==> config.mk <==
export PLATFORM = sky130hd
export DESIGN_NAME = bitmap_empty_line_removal_core_flat
export DESIGN_NICKNAME = d
export VERILOG_FILES = /design/src/belr_pkg.sv /design/src/belr_pix_if.sv /design/src/belr_res_if.sv /design/src/belr_cfg_if.sv /design/src/bitmap_empty_line_removal_core.sv /design/src/flat_wrapper.sv
export SDC_FILE = /design/constraint.sdc
export NUM_CORES = 1
export LEC_CHECK = 0
export BUFFER_PORTS_ARGS = -buffer_cell sky130_fd_sc_hd__buf_2
export CAP_MARGIN = 25
export CELL_PAD_IN_SITES_DETAIL_PLACEMENT = 1
export CELL_PAD_IN_SITES_GLOBAL_PLACEMENT = 1
export CORE_MARGIN = 1.5
export CORE_UTILIZATION = 55
export DETAILED_ROUTE_END_ITERATION = 10
export PLACE_DENSITY_LB_ADDON = 0.1
export SYNTH_ARGS = -nofsm -noshare
export SYNTH_HDL_FRONTEND = slang
export SYNTH_SLANG_ARGS = --single-unit
==> constraint.sdc <==
create_clock -name clk -period 7.7 [get_ports clk]
set_input_delay 0.77 -clock clk [delete_from_list [all_inputs] [get_ports clk]]
set_output_delay 0.77 -clock clk [all_outputs]
set_load 0.01 [all_outputs]
==> src/belr_pkg.sv <==
// Package with the sizes, field widths and helper functions of the empty line removal core.
`timescale 1ns / 1ps
`default_nettype none
package belr_pkg;

	localparam int MAX_ROWS  = 8;
	localparam int MAX_COLS  = 8;
	localparam int MAX_DIM   = (MAX_ROWS > MAX_COLS) ? MAX_ROWS : MAX_COLS;
	localparam int ROW_W     = 3;
	localparam int COL_W     = 3;
	localparam int IDX_W     = 3;
	localparam int CNT_W     = 4;
	localparam int CFG_IDX_W = 2;
	localparam int CFG_DAT_W = 4;

	localparam logic [CFG_IDX_W-1:0] REG_HEIGHT = CFG_IDX_W'(0);
	localparam logic [CFG_IDX_W-1:0] REG_WIDTH  = CFG_IDX_W'(1);

	localparam logic [CFG_DAT_W-1:0] HEIGHT_RST = CFG_DAT_W'(6);
	localparam logic [CFG_DAT_W-1:0] WIDTH_RST  = CFG_DAT_W'(6);

	typedef logic [MAX_DIM-1:0] occ_t;

	// Returns the lowest set position of v, with a found flag in the top bit.
	function automatic logic [IDX_W:0] find_first(input occ_t v);
		logic [IDX_W:0] res;
		res = '0;
		for (int k = MAX_DIM - 1; k >= 0; k--) begin
			if (v[k]) begin
				res = {1'b1, IDX_W'(k)};
			end
		end
		return res;
	endfunction

	function automatic logic [CNT_W-1:0] count_set(input occ_t v);
		logic [CNT_W-1:0] n;
		n = '0;
		for (int k = 0; k < MAX_DIM; k++) begin
			n = n + CNT_W'(v[k]);
		end
		return n;
	endfunction

	// Clamps a configured size to the range one to limit.
	function automatic logic [CNT_W-1:0] clamp_size(input logic [CFG_DAT_W-1:0] v,
			input logic [CNT_W-1:0] limit);
		logic [CNT_W-1:0] r;
		if (v == '0) begin
			r = CNT_W'(1);
		end else if (CNT_W'(v) > limit) begin
			r = limit;
		end else begin
			r = CNT_W'(v);
		end
		return r;
	endfunction

endpackage
`default_nettype wire

==> src/belr_pix_if.sv <==
// Channel that carries one input pixel per word.
`timescale 1ns / 1ps
`default_nettype none
interface belr_pix_if;
	logic valid;
	logic ready;
	logic pixel_set;

	modport source (output valid, output pixel_set, input ready);
	modport sink (input valid, input pixel_set, output ready);
endinterface
`default_nettype wire

==> src/belr_res_if.sv <==
// Channel that carries one pixel of the compacted bitmap per word.
`timescale 1ns / 1ps
`default_nettype none
interface belr_res_if;
	logic                        valid;
	logic                        ready;
	logic                        out_pixel;
	logic [belr_pkg::ROW_W-1:0]  out_row;
	logic [belr_pkg::COL_W-1:0]  out_col;
	logic [belr_pkg::CNT_W-1:0]  kept_rows;
	logic [belr_pkg::CNT_W-1:0]  kept_cols;
	logic                        image_empty;
	logic                        last_of_image;

	modport source (output valid, output out_pixel, output out_row, output out_col,
		output kept_rows, output kept_cols, output image_empty, output last_of_image,
		input ready);
	modport sink (input valid, input out_pixel, input out_row, input out_col,
		input kept_rows, input kept_cols, input image_empty, input last_of_image,
		output ready);
endinterface
`default_nettype wire

==> src/belr_cfg_if.sv <==
// Register write channel: register index and write data.
`timescale 1ns / 1ps
`default_nettype none
interface belr_cfg_if;
	logic                           valid;
	logic                           ready;
	logic [belr_pkg::CFG_IDX_W-1:0] index;
	logic [belr_pkg::CFG_DAT_W-1:0] data;

	modport source (output valid, output index, output data, input ready);
	modport sink (input valid, input index, input data, output ready);
endinterface
`default_nettype wire

==> src/bitmap_empty_line_removal_core.sv <==
// Top level of the empty line removal core: row store, occupancy tracking and emission.
//
//   channel   dir   word
//   cfg       in    index (0 height, 1 width), data
//   pix_in    in    pixel_set, raster order
//   res_out   out   out_pixel, out_row, out_col, kept_rows, kept_cols,
//                   image_empty, last_of_image
//
// Pixels are taken while loading; a full row is written to the row store at once.
// After the final pixel, each kept row is read from the row store and then sent as one
// word per kept column; an empty image gives a single word marked image_empty.
// Pixels are not taken while an image is being emitted; a stalled result holds.
// Reset sets both sizes to six and clears the load position and occupancy bits.
`timescale 1ns / 1ps
`default_nettype none
module bitmap_empty_line_removal_core (
	input  wire logic   clk,
	input  wire logic   arst_n,
	belr_cfg_if.sink    cfg,
	belr_pix_if.sink    pix_in,
	belr_res_if.source  res_out
);
	import belr_pkg::*;

	localparam logic [1:0] ST_LOAD  = 2'd0;
	localparam logic [1:0] ST_RD    = 2'd1;
	localparam logic [1:0] ST_PIX   = 2'd2;
	localparam logic [1:0] ST_EMPTY = 2'd3;

	logic [1:0]           state_q;
	logic [CFG_DAT_W-1:0] height_q;
	logic [CFG_DAT_W-1:0] width_q;
	logic [ROW_W-1:0]     load_row_q;
	logic [COL_W-1:0]     load_col_q;
	occ_t                 row_occ_q;
	occ_t                 col_occ_q;
	logic [MAX_COLS-1:0]  row_buf_q;
	logic [CNT_W-1:0]     kr_q;
	logic [CNT_W-1:0]     kc_q;
	logic [IDX_W-1:0]     emit_row_q;
	logic [IDX_W-1:0]     emit_col_q;
	logic [ROW_W-1:0]     orow_q;
	logic [COL_W-1:0]     ocol_q;
	logic [MAX_COLS-1:0]  rd_data_s1;

	logic [MAX_COLS-1:0]  pixel_store [MAX_ROWS];

	logic                 out_valid_q;
	logic                 out_pixel_q;
	logic [ROW_W-1:0]     out_row_q;
	logic [COL_W-1:0]     out_col_q;
	logic [CNT_W-1:0]     out_kr_q;
	logic [CNT_W-1:0]     out_kc_q;
	logic                 out_empty_q;
	logic                 out_last_q;

	logic [CNT_W-1:0]     h_eff;
	logic [CNT_W-1:0]     w_eff;
	logic                 in_fire;
	logic                 cfg_fire;
	logic                 cfg_hit;
	logic                 out_free;
	logic                 row_end;
	logic                 img_end;
	logic [MAX_COLS-1:0]  row_wdata;
	occ_t                 row_occ_nxt;
	occ_t                 col_occ_nxt;
	logic [CNT_W-1:0]     kr_nxt;
	logic [IDX_W:0]       first_row;
	logic [IDX_W:0]       first_col;
	logic [IDX_W:0]       next_row;
	logic [IDX_W:0]       next_col;
	logic                 emit_pix;

	assign h_eff    = clamp_size(height_q, CNT_W'(MAX_ROWS));
	assign w_eff    = clamp_size(width_q, CNT_W'(MAX_COLS));
	assign in_fire  = pix_in.valid && pix_in.ready;
	assign cfg_fire = cfg.valid && cfg.ready;
	assign cfg_hit  = cfg_fire && (cfg.index == REG_HEIGHT || cfg.index == REG_WIDTH);
	assign out_free = !out_valid_q || res_out.ready;
	assign emit_pix = (state_q == ST_PIX) && out_free;

	assign pix_in.ready = (state_q == ST_LOAD);
	assign cfg.ready    = 1'b1;

	always_comb begin
		row_wdata             = row_buf_q;
		row_wdata[load_col_q] = pix_in.pixel_set;
		row_occ_nxt           = row_occ_q;
		col_occ_nxt           = col_occ_q;
		if (pix_in.pixel_set) begin
			row_occ_nxt[load_row_q] = 1'b1;
			col_occ_nxt[load_col_q] = 1'b1;
		end
		kr_nxt    = count_set(row_occ_nxt);
		row_end   = (CNT_W'(load_col_q) + CNT_W'(1)) == w_eff;
		img_end   = row_end && ((CNT_W'(load_row_q) + CNT_W'(1)) == h_eff);
		first_row = find_first(row_occ_nxt);
		first_col = find_first(col_occ_q);
		next_row  = find_first(row_occ_q & (occ_t'({MAX_DIM{1'b1}} << emit_row_q) << 1));
		next_col  = find_first(col_occ_q & (occ_t'({MAX_DIM{1'b1}} << emit_col_q) << 1));
	end

	// Row store: rows are written whole during loading and read only during emission.
	always_ff @(posedge clk) begin
		if (in_fire && row_end) begin
			pixel_store[load_row_q] <= row_wdata;
		end
		if (state_q == ST_RD) begin
			rd_data_s1 <= pixel_store[emit_row_q];
		end
	end

	always_ff @(posedge clk) begin
		if (in_fire) begin
			row_buf_q <= row_wdata;
		end
		if (in_fire && img_end) begin
			kr_q       <= kr_nxt;
			kc_q       <= count_set(col_occ_nxt);
			emit_row_q <= first_row[IDX_W-1:0];
			orow_q     <= '0;
		end
		if (state_q == ST_RD) begin
			emit_col_q <= first_col[IDX_W-1:0];
			ocol_q     <= '0;
		end
		if (emit_pix) begin
			if (next_col[IDX_W]) begin
				emit_col_q <= next_col[IDX_W-1:0];
				ocol_q     <= ocol_q + COL_W'(1);
			end else begin
				emit_row_q <= next_row[IDX_W-1:0];
				orow_q     <= orow_q + ROW_W'(1);
			end
		end
	end

	always_ff @(posedge clk or negedge arst_n) begin
		if (!arst_n) begin
			state_q    <= ST_LOAD;
			height_q   <= HEIGHT_RST;
			width_q    <= WIDTH_RST;
			load_row_q <= '0;
			load_col_q <= '0;
			row_occ_q  <= '0;
			col_occ_q  <= '0;
		end else if (cfg_hit) begin
			if (cfg.index == REG_HEIGHT) begin
				height_q <= cfg.data;
			end else begin
				width_q <= cfg.data;
			end
			load_row_q <= '0;
			load_col_q <= '0;
			row_occ_q  <= '0;
			col_occ_q  <= '0;
		end else begin
			unique case (state_q)
				ST_LOAD: begin
					if (in_fire) begin
						row_occ_q <= row_occ_nxt;
						col_occ_q <= col_occ_nxt;
						if (!row_end) begin
							load_col_q <= load_col_q + COL_W'(1);
						end else if (!img_end) begin
							load_col_q <= '0;
							load_row_q <= load_row_q + ROW_W'(1);
						end else begin
							load_col_q <= '0;
							load_row_q <= '0;
							state_q    <= (kr_nxt == '0) ? ST_EMPTY : ST_RD;
						end
					end
				end
				ST_RD: begin
					state_q <= ST_PIX;
				end
				ST_PIX: begin
					if (out_free && !next_col[IDX_W]) begin
						if (next_row[IDX_W]) begin
							state_q <= ST_RD;
						end else begin
							state_q   <= ST_LOAD;
							row_occ_q <= '0;
							col_occ_q <= '0;
						end
					end
				end
				ST_EMPTY: begin
					if (out_free) begin
						state_q <= ST_LOAD;
					end
				end
				default: begin
					state_q <= ST_LOAD;
				end
			endcase
		end
	end

	// Output register: a word waits here while the next one is prepared.
	always_ff @(posedge clk or negedge arst_n) begin
		if (!arst_n) begin
			out_valid_q <= 1'b0;
		end else if (emit_pix || (state_q == ST_EMPTY && out_free)) begin
			out_valid_q <= 1'b1;
		end else if (res_out.ready) begin
			out_valid_q <= 1'b0;
		end
	end

	always_ff @(posedge clk) begin
		if (emit_pix) begin
			out_pixel_q <= rd_data_s1[emit_col_q];
			out_row_q   <= orow_q;
			out_col_q   <= ocol_q;
			out_kr_q    <= kr_q;
			out_kc_q    <= kc_q;
			out_empty_q <= 1'b0;
			out_last_q  <= !next_col[IDX_W] && !next_row[IDX_W];
		end else if (state_q == ST_EMPTY && out_free) begin
			out_pixel_q <= 1'b0;
			out_row_q   <= '0;
			out_col_q   <= '0;
			out_kr_q    <= '0;
			out_kc_q    <= '0;
			out_empty_q <= 1'b1;
			out_last_q  <= 1'b1;
		end
	end

	assign res_out.valid         = out_valid_q;
	assign res_out.out_pixel     = out_pixel_q;
	assign res_out.out_row       = out_row_q;
	assign res_out.out_col       = out_col_q;
	assign res_out.kept_rows     = out_kr_q;
	assign res_out.kept_cols     = out_kc_q;
	assign res_out.image_empty   = out_empty_q;
	assign res_out.last_of_image = out_last_q;

`ifndef ASSERT_OFF
	a_emit_pos_occupied: assert property (@(posedge clk) disable iff (!arst_n)
		(state_q == ST_PIX) |-> (row_occ_q[emit_row_q] && col_occ_q[emit_col_q]))
		else $error("emission points at an empty row or column");

	a_empty_word: assert property (@(posedge clk) disable iff (!arst_n)
		(res_out.valid && res_out.image_empty) |->
		(res_out.kept_rows == '0 && res_out.kept_cols == '0 && res_out.last_of_image))
		else $error("empty image word carries counts or no last mark");

	a_row_in_range: assert property (@(posedge clk) disable iff (!arst_n)
		(res_out.valid && !res_out.image_empty) |->
		(CNT_W'(res_out.out_row) < res_out.kept_rows &&
		CNT_W'(res_out.out_col) < res_out.kept_cols))
		else $error("result coordinate outside the kept grid");

	a_stop_after_image: assert property (@(posedge clk) disable iff (!arst_n)
		(in_fire && img_end && !cfg_hit) |=> !pix_in.ready)
		else $error("pixels taken while an image is being emitted");
`endif

endmodule
`default_nettype wire
==> src/flat_wrapper.sv <==
// flat-port wrapper written by rule: the top's interface ports become plain ports
module bitmap_empty_line_removal_core_flat import belr_pkg::*;
  (clk, arst_n, cfg_valid, cfg_index, cfg_data, cfg_ready, pix_in_valid, pix_in_pixel_set, pix_in_ready, res_out_valid, res_out_out_pixel, res_out_out_row, res_out_out_col, res_out_kept_rows, res_out_kept_cols, res_out_image_empty, res_out_last_of_image, res_out_ready);
  belr_cfg_if cfg_i ();
  belr_pix_if pix_in_i ();
  belr_res_if res_out_i ();
  input  wire logic clk;
  input  wire logic arst_n;
  input wire logic [$bits(cfg_i.valid)-1:0] cfg_valid;
  input wire logic [$bits(cfg_i.index)-1:0] cfg_index;
  input wire logic [$bits(cfg_i.data)-1:0] cfg_data;
  output wire logic [$bits(cfg_i.ready)-1:0] cfg_ready;
  input wire logic [$bits(pix_in_i.valid)-1:0] pix_in_valid;
  input wire logic [$bits(pix_in_i.pixel_set)-1:0] pix_in_pixel_set;
  output wire logic [$bits(pix_in_i.ready)-1:0] pix_in_ready;
  output wire logic [$bits(res_out_i.valid)-1:0] res_out_valid;
  output wire logic [$bits(res_out_i.out_pixel)-1:0] res_out_out_pixel;
  output wire logic [$bits(res_out_i.out_row)-1:0] res_out_out_row;
  output wire logic [$bits(res_out_i.out_col)-1:0] res_out_out_col;
  output wire logic [$bits(res_out_i.kept_rows)-1:0] res_out_kept_rows;
  output wire logic [$bits(res_out_i.kept_cols)-1:0] res_out_kept_cols;
  output wire logic [$bits(res_out_i.image_empty)-1:0] res_out_image_empty;
  output wire logic [$bits(res_out_i.last_of_image)-1:0] res_out_last_of_image;
  input wire logic [$bits(res_out_i.ready)-1:0] res_out_ready;
  assign cfg_i.valid = cfg_valid;
  assign cfg_i.index = cfg_index;
  assign cfg_i.data = cfg_data;
  assign cfg_ready = cfg_i.ready;
  assign pix_in_i.valid = pix_in_valid;
  assign pix_in_i.pixel_set = pix_in_pixel_set;
  assign pix_in_ready = pix_in_i.ready;
  assign res_out_valid = res_out_i.valid;
  assign res_out_out_pixel = res_out_i.out_pixel;
  assign res_out_out_row = res_out_i.out_row;
  assign res_out_out_col = res_out_i.out_col;
  assign res_out_kept_rows = res_out_i.kept_rows;
  assign res_out_kept_cols = res_out_i.kept_cols;
  assign res_out_image_empty = res_out_i.image_empty;
  assign res_out_last_of_image = res_out_i.last_of_image;
  assign res_out_i.ready = res_out_ready;
  bitmap_empty_line_removal_core u_core (.clk(clk), .arst_n(arst_n), .cfg(cfg_i), .pix_in(pix_in_i), .res_out(res_out_i));
endmodule
Word-level counts from Yosys, hierarchy flattened:

Memory sizes are Yosys's and may differ from the RTL's. A register that Yosys moved wholly into a read port is not among the register bits.
Cells that the tools add are included.

* register bits: 78
* bits in latches: 0
* bits in writable memories: 64
* ROM bits: 0
* input port bits: 12
* output and inout bits: 20
* logic and storage cells: 202
* memories kept: 1

Memory list
* u_core.pixel_store: words 8, bits a word 8, rd ports 1, clocked after memory_dff 1, write ports 1, RTL line bitmap_empty_line_removal_core.sv:46 `logic [MAX_COLS-1:0] pixel_store [MAX_ROWS];`

* add/sub/neg operators: 20
* $mul: 0
* div/mod/pow operators: 0
* $lt $le $gt $ge: 7
* equality and inequality tests: 14
* shift-type cells: 2
* mux-type cells: 96
* bitwise operators: 6
* reductions and logical operators: 34

Operators with widths (count)
* $mux W3: 40
* $mux W4: 23
* $mux W8: 8
* $add A4 B1 Y4: 12
* $pmux W8 S2: 2
* $and A8 B8 Y8: 2
* $or A8 B8 Y8: 2
* $shl A8 B3 Y7 const A: 2
* $add A3 B1 Y3 const B: 4
* $logic_not A4 Y1: 3
* $lt A3 B4 Y1 const B: 3
* $mux W1: 12
* $mux W2: 6
* $logic_and A1 B1 Y1: 11
* $reduce_bool A2 Y1: 5
* $add A3 B1 Y4 const B: 2
* $bwmux W8: 1
* $eq A4 B4 Y1: 2
* $gt A4 B4 Y1 const B: 2
* $ne A2 B2 Y1 const B: 4
* $pmux W2 S4: 1
* $demux W1 S3: 2
* $ge A3 B1 Y1 const B: 2
* $ne A3 B2 Y1 const B: 2
* 15 further kinds: 26

Logic depth before layout (Yosys ltp):

* depth after elaboration: 19
* gate-level depth with buffers: 15
* depth with buffers taken out: 15

Least setup slack after synthesis:

No wires, ideal clock.

* path kind: input to register
* from: input port pix_in_pixel_set
* to: register u_core.state_q[1]
* library setup time: 64 ps
* arrival time: 4440 ps
* data required time: 7636 ps
* setup slack: 3195 ps
* stages on the path: 14
* buffers on the path: 0
* cell sequence: nor2b_1 -> nor2b_1 -> a21o_1 -> ha_1 -> inv_1 -> fa_1 -> fa_1 -> fa_1 -> fa_1 -> inv_1 -> nor4_1 -> a41oi_2 -> a2111oi_2 -> a21o_1

* word-level cells in the longest chain between the ends: 14

Ends and longest elaborated chain
* start: declaration: RTL line flat_wrapper.sv:14 `input wire logic [$bits(pix_in_i.pixel_set)-1:0] pix_in_pixel_set;`
* $mux W8 *: RTL line bitmap_empty_line_removal_core.sv:91 `if (pix_in.pixel_set) begin`
* $add A1 B1 Y2: RTL line belr_pkg.sv:40 `n = n + CNT_W'(v[k]);`
* $add A4 B1 Y4 (5 in series): RTL line belr_pkg.sv:40
* $add A4 B1 Y4 *: RTL line belr_pkg.sv:40
* net u_core.kr_nxt[1]: RTL line bitmap_empty_line_removal_core.sv:68 `logic [CNT_W-1:0] kr_nxt;`
* $logic_not A4 Y1 *: RTL line bitmap_empty_line_removal_core.sv:172 `state_q <= (kr_nxt == '0) ? ST_EMPTY : ST_RD;`
* $mux W2 *: RTL line bitmap_empty_line_removal_core.sv:172
* $mux W2 *: RTL line bitmap_empty_line_removal_core.sv:166 `end else if (!img_end) begin`
* $mux W2 *: RTL line bitmap_empty_line_removal_core.sv:164 `if (!row_end) begin`
* $mux W2 *: RTL line bitmap_empty_line_removal_core.sv:161 `if (in_fire) begin`
* $pmux W2 S4 *: RTL line bitmap_empty_line_removal_core.sv:159 `unique case (state_q)`
* end signal: assignment: RTL line bitmap_empty_line_removal_core.sv:172
* end: declaration: RTL line bitmap_empty_line_removal_core.sv:30 `logic [1:0] state_q;`

The timed path passes the listed nets; every way through them passes the cells marked *. The select of a mux whose other input is x is not followed.
A chain may end at the register's enable or synchronous reset.

Worst setup path after layout:

Ends and elaborated chain as after synthesis.

==> metrics.log <==
INFO  metric worstPathMaxFanout = 14
INFO  metric critical_path.slowest_cell = sky130_fd_sc_hd__nor4_1
INFO  metric buffer_ports.inserted = 30
INFO  metric end_kind = flip-flop
INFO  metric first_pass_grt_wire_length = 28.3 mm
INFO  metric maxCapViolations = 0
INFO  metric clkLatencyLatePin = 0.43 ns
INFO  metric detail_route.wl_per_cell = 23.5 µm
INFO  metric finalSetupViolations = 0
INFO  metric design.core.area = 12600 µm²
INFO  metric synth_largest_type_area_fraction = 44.0%
INFO  metric crit_cells = 15
INFO  metric slew-limit-headroom = 31.4%
INFO  metric critical_path.cell_chain = buf_2 -> nor2b_1 -> nor2b_1 -> a21o_1 -> ha_1 -> inv_1 -> fa_1 -> fa_1 -> fa_1 -> fa_1 -> inv_1 -> nor4_1 -> a41oi_2 -> a2111oi_2 -> a21o_1
INFO  metric numCtsBuffers = 17
INFO  metric cts_hold_buffers = 0
INFO  metric grt_start_max_net_pins = 34
INFO  metric clock_root_buffer = sky130_fd_sc_hd__clkbuf_16
INFO  metric worst_pin_slew = 1.02 ns
INFO  metric worst_path_dominant_cell_family = adder cells
INFO  metric final_min_period_over_clock_period = 65.2%
INFO  metric clock_tree_from_tritoncts = built
INFO  metric numClockSinks = 150
INFO  metric worst_clock_skew = 0.00906 ns
INFO  metric met1_length = 7.66 mm
INFO  metric worst-path-buf-inv = 3
INFO  metric power_per_cell_area = 341 nW/µm²
INFO  metric multi_input_combinational_cell_area = 2660 µm²
INFO  metric io_pins = 32
INFO  metric synth-async-reset-ratio = 22.0%
INFO  metric num-fill-cells = 1274
INFO  metric clock_tree.htree_level_count = 4
INFO  metric clock.fmax = 199 MHz
INFO  metric final_area = 8040 µm²
INFO  metric yosysUniqueCellTypes = 72
INFO  metric drtAntennaViolNets = 0
INFO  metric static-leakage-power = 3.01 nW
INFO  metric synth.cell_area = 7100 µm²
INFO  metric post-synth-top-count-cell = sky130_fd_sc_hd__edfxtp_1
INFO  metric max_stage_delay = 0.54 ns
INFO  metric ys.flop_type = sky130_fd_sc_hd__edfxtp_1
INFO  metric route.detailed.vias_per_inst = 6.25
INFO  metric worst_ir_drop_vdd = 0.143 mV
INFO  metric ff_latch_area = 4210 µm²
INFO  metric worst-r2r-setup-slack = 2.71 ns
INFO  metric overflow_left_after_global_routing = 0
INFO  metric wirelength = 18.1 mm
INFO  metric met2_wirelength = 9.22 mm
INFO  metric die-area = 13600 µm²
INFO  metric final-max-slew-violation-count = 0
INFO  metric placementRows = 41
INFO  metric post_cts.resized_instances = 0
INFO  metric grt.total_usage = 28.8%
INFO  metric fp.dieH = 117 µm
INFO  metric syn_avg_cell_area = 12.7 µm²
INFO  metric n_antenna_cell = 0
INFO  metric reg2regPathDepth = 14
INFO  metric finalWorstPathRequiredPeriod = 5.02 ns
INFO  metric worst_ep_required_time = 8.06 ns
INFO  metric post_route_cells_drive_above_1_share = 20.9%
INFO  metric die_x_extent = 117 µm
INFO  metric rsz0062_at_grt = no
INFO  metric netlist_instances = 558
INFO  metric status = finished clean
INFO  metric fin_setup_tns = 0 ns
INFO  metric clock_transition_time_at_the_flip_flop_clock_pins_of_the_worst_setup_and_hold_paths = 0.06 ns
INFO  metric worstPathArrival = 5.38 ns
INFO  metric num_vias = 4811
INFO  metric synthesized_netlist_net_count = 588
INFO  metric dr.pass1.iters = 6
INFO  metric synth_largest_area_cell = sky130_fd_sc_hd__edfxtp_1
INFO  metric drt_iter0_drc = 433
INFO  metric yosys_reg_bits = 150
INFO  metric endpoints_failing_hold = 0
INFO  metric areaGrowthSynthToFinish = 13.2%
INFO  metric ys_top_cells_by_count = 104 x sky130_fd_sc_hd__edfxtp_1, 46 x sky130_fd_sc_hd__nor2_1, 37 x sky130_fd_sc_hd__nand2_1
INFO  metric placed_cells = 737
INFO  metric synth-edff-count = 104
INFO  metric top_metal_layer_carrying_routed_signals = met4
INFO  metric gp_congestion = 0.923
INFO  metric nets_finish = 615
INFO  metric yosys_warnings = 0
INFO  metric cts.path.max_buffers = 2
INFO  metric synth_sequential_area_ratio = 59.3%
INFO  metric count_of_unresolved_drc_violations_after_routing = 0
INFO  metric crit_path_frequent_cell = sky130_fd_sc_hd__fa_1
INFO  metric worstSetupStartpointType = input port
INFO  metric dpl.hpwl = 11.7 mm
INFO  metric final_cell_count_no_fill = 770
INFO  metric hold_crit_path_type = in -> async
INFO  metric synth_area_leaders = sky130_fd_sc_hd__edfxtp_1 44%, sky130_fd_sc_hd__dfrtp_1 10%, sky130_fd_sc_hd__mux4_2 5.7%
INFO  metric dpl-instance-area = 7390 µm²
INFO  metric detailroute.wirelength.met3 = 842 µm
INFO  metric post-cts-setup-buffers = 0
INFO  metric floorplan.initialDensity = 56.3%
INFO  metric via_count_of_the_first_global_routing_pass = 5060
INFO  metric worstSetupPathType = in -> reg
INFO  metric grt_antenna_before_repair = 0
[where the power goes]
part | internal, W | switching, W | leakage (nW)
clock network | 0.000544 | 0.000338 | 0.297
logic | 0.000278 | 0.000444 | 1.23
registers | 0.00102 | 0.000114 | 1.49
total | 0.00184 | 0.000897 | 3.01
[registers in the layout (all words and copies together) (netlist names), 4 cells and up]
name,flops
u_core.height_q,4
u_core.kr_q,4
u_core.row_occ_q,8
u_core.rd_data_s1,8
u_core.res_out.kept_cols,4
u_core.col_occ_q,8
u_core.width_q,4
u_core.res_out.kept_rows,4
u_core.kc_q,4
u_core.row_buf_q,8
u_core.pixel_store,64
[final timing paths]
path	start	end
worst max-delay path	pix_in_pixel_set	u_core.state_q[1]
worst min-delay path	arst_n	u_core.row_occ_q[5]
worst max register to register	u_core.load_row_q[1]	u_core.state_q[1]
worst min register to register	u_core.ocol_q[2]	u_core.ocol_q[2]
max in group asynchronous	arst_n	u_core.load_col_q[1]
min in group clk	u_core.ocol_q[2]	u_core.ocol_q[2]
[kinds of logic (layout without fill, tap and decap cells)]
family,count (synthesis),count (layout),synth area share (%)
multiplexers,38,38,8.84
other,1,1,0.0528
AND/OR/NAND/NOR,177,177,12.7
XOR/XNOR,7,7,1.06
flip-flops,150,150,59.3
adder cells (fa/ha/maj),18,18,4.02
AO/OA/AOI/OAI,111,111,10.6
buffers and inverters,56,96,3.33
[per-layer routing]
metal,global-route usage (%),vias to the layer above
li1,-,2135
met1,37.8,2453
met2,48.7,184
met4,9.80,0
met3,5.35,39
met5,0,-
[worst register-to-register path, delay by kind of cell, from the launching register on]
| kind | cells | cell delay [ns] |
|---|---|---|
| AO/OA/AOI/OAI | 4 | 1.00 |
| flip-flops | 1 | 0.60 |
| AND/OR/NAND/NOR | 3 | 0.87 |
| adder cells (fa/ha/maj) | 5 | 2.34 |
| buffers and inverters | 2 | 0.13 |
[cells in the final DEF, fill, tap and decap left out, types with 5 or more instances in the layout]
master	count
sky130_fd_sc_hd__nor2_1	46
sky130_fd_sc_hd__a22oi_1	5
sky130_fd_sc_hd__ha_1	10
sky130_fd_sc_hd__nor3_1	12
sky130_fd_sc_hd__a21oi_1	26
sky130_fd_sc_hd__mux2_2	18
sky130_fd_sc_hd__buf_4	6
sky130_fd_sc_hd__a31oi_1	7
sky130_fd_sc_hd__o21ai_0	28
sky130_fd_sc_hd__nor2b_1	15
sky130_fd_sc_hd__nand2b_1	7
sky130_fd_sc_hd__edfxtp_1	104
sky130_fd_sc_hd__clkbuf_16	17
sky130_fd_sc_hd__nand2_1	37
sky130_fd_sc_hd__dfxtp_1	13
sky130_fd_sc_hd__a21o_1	5
sky130_fd_sc_hd__mux4_2	18
sky130_fd_sc_hd__fa_1	8
sky130_fd_sc_hd__and2_1	16
sky130_fd_sc_hd__buf_2	30
sky130_fd_sc_hd__dfrtp_1	29
sky130_fd_sc_hd__inv_1	26
sky130_fd_sc_hd__nand3_1	11
sky130_fd_sc_hd__nor4_1	5
[layout make-up]
class / count / area share (%)
Clock inverter: 15 / 2.51
Sequential cell: 150 / 52.4
Tap cell: 172 / 2.68
Inverter: 27 / 1.26
Multi-Input combinational cell: 352 / 33.1
Clock buffer: 17 / 5.29
Timing Repair Buffer: 37 / 2.77
[per-stage QoR]
step | hold slack, ns | worst slack (ns) | power [W] | utilization (%)
global placement | 0.443 | 2.79 | 0.00177 | 58.5
detailed placement | 0.466 | 2.66 | 0.00183 | 58.5
CTS | 0.432 | 2.74 | 0.00275 | 63.5
finish | 0.422 | 2.68 | 0.00274 | 63.7
floorplan | 0.435 | 3.20 | 0.00161 | -
global route | 0.482 | 2.46 | 0.00286 | 63.7
Power figures use the tool's default switching activity.
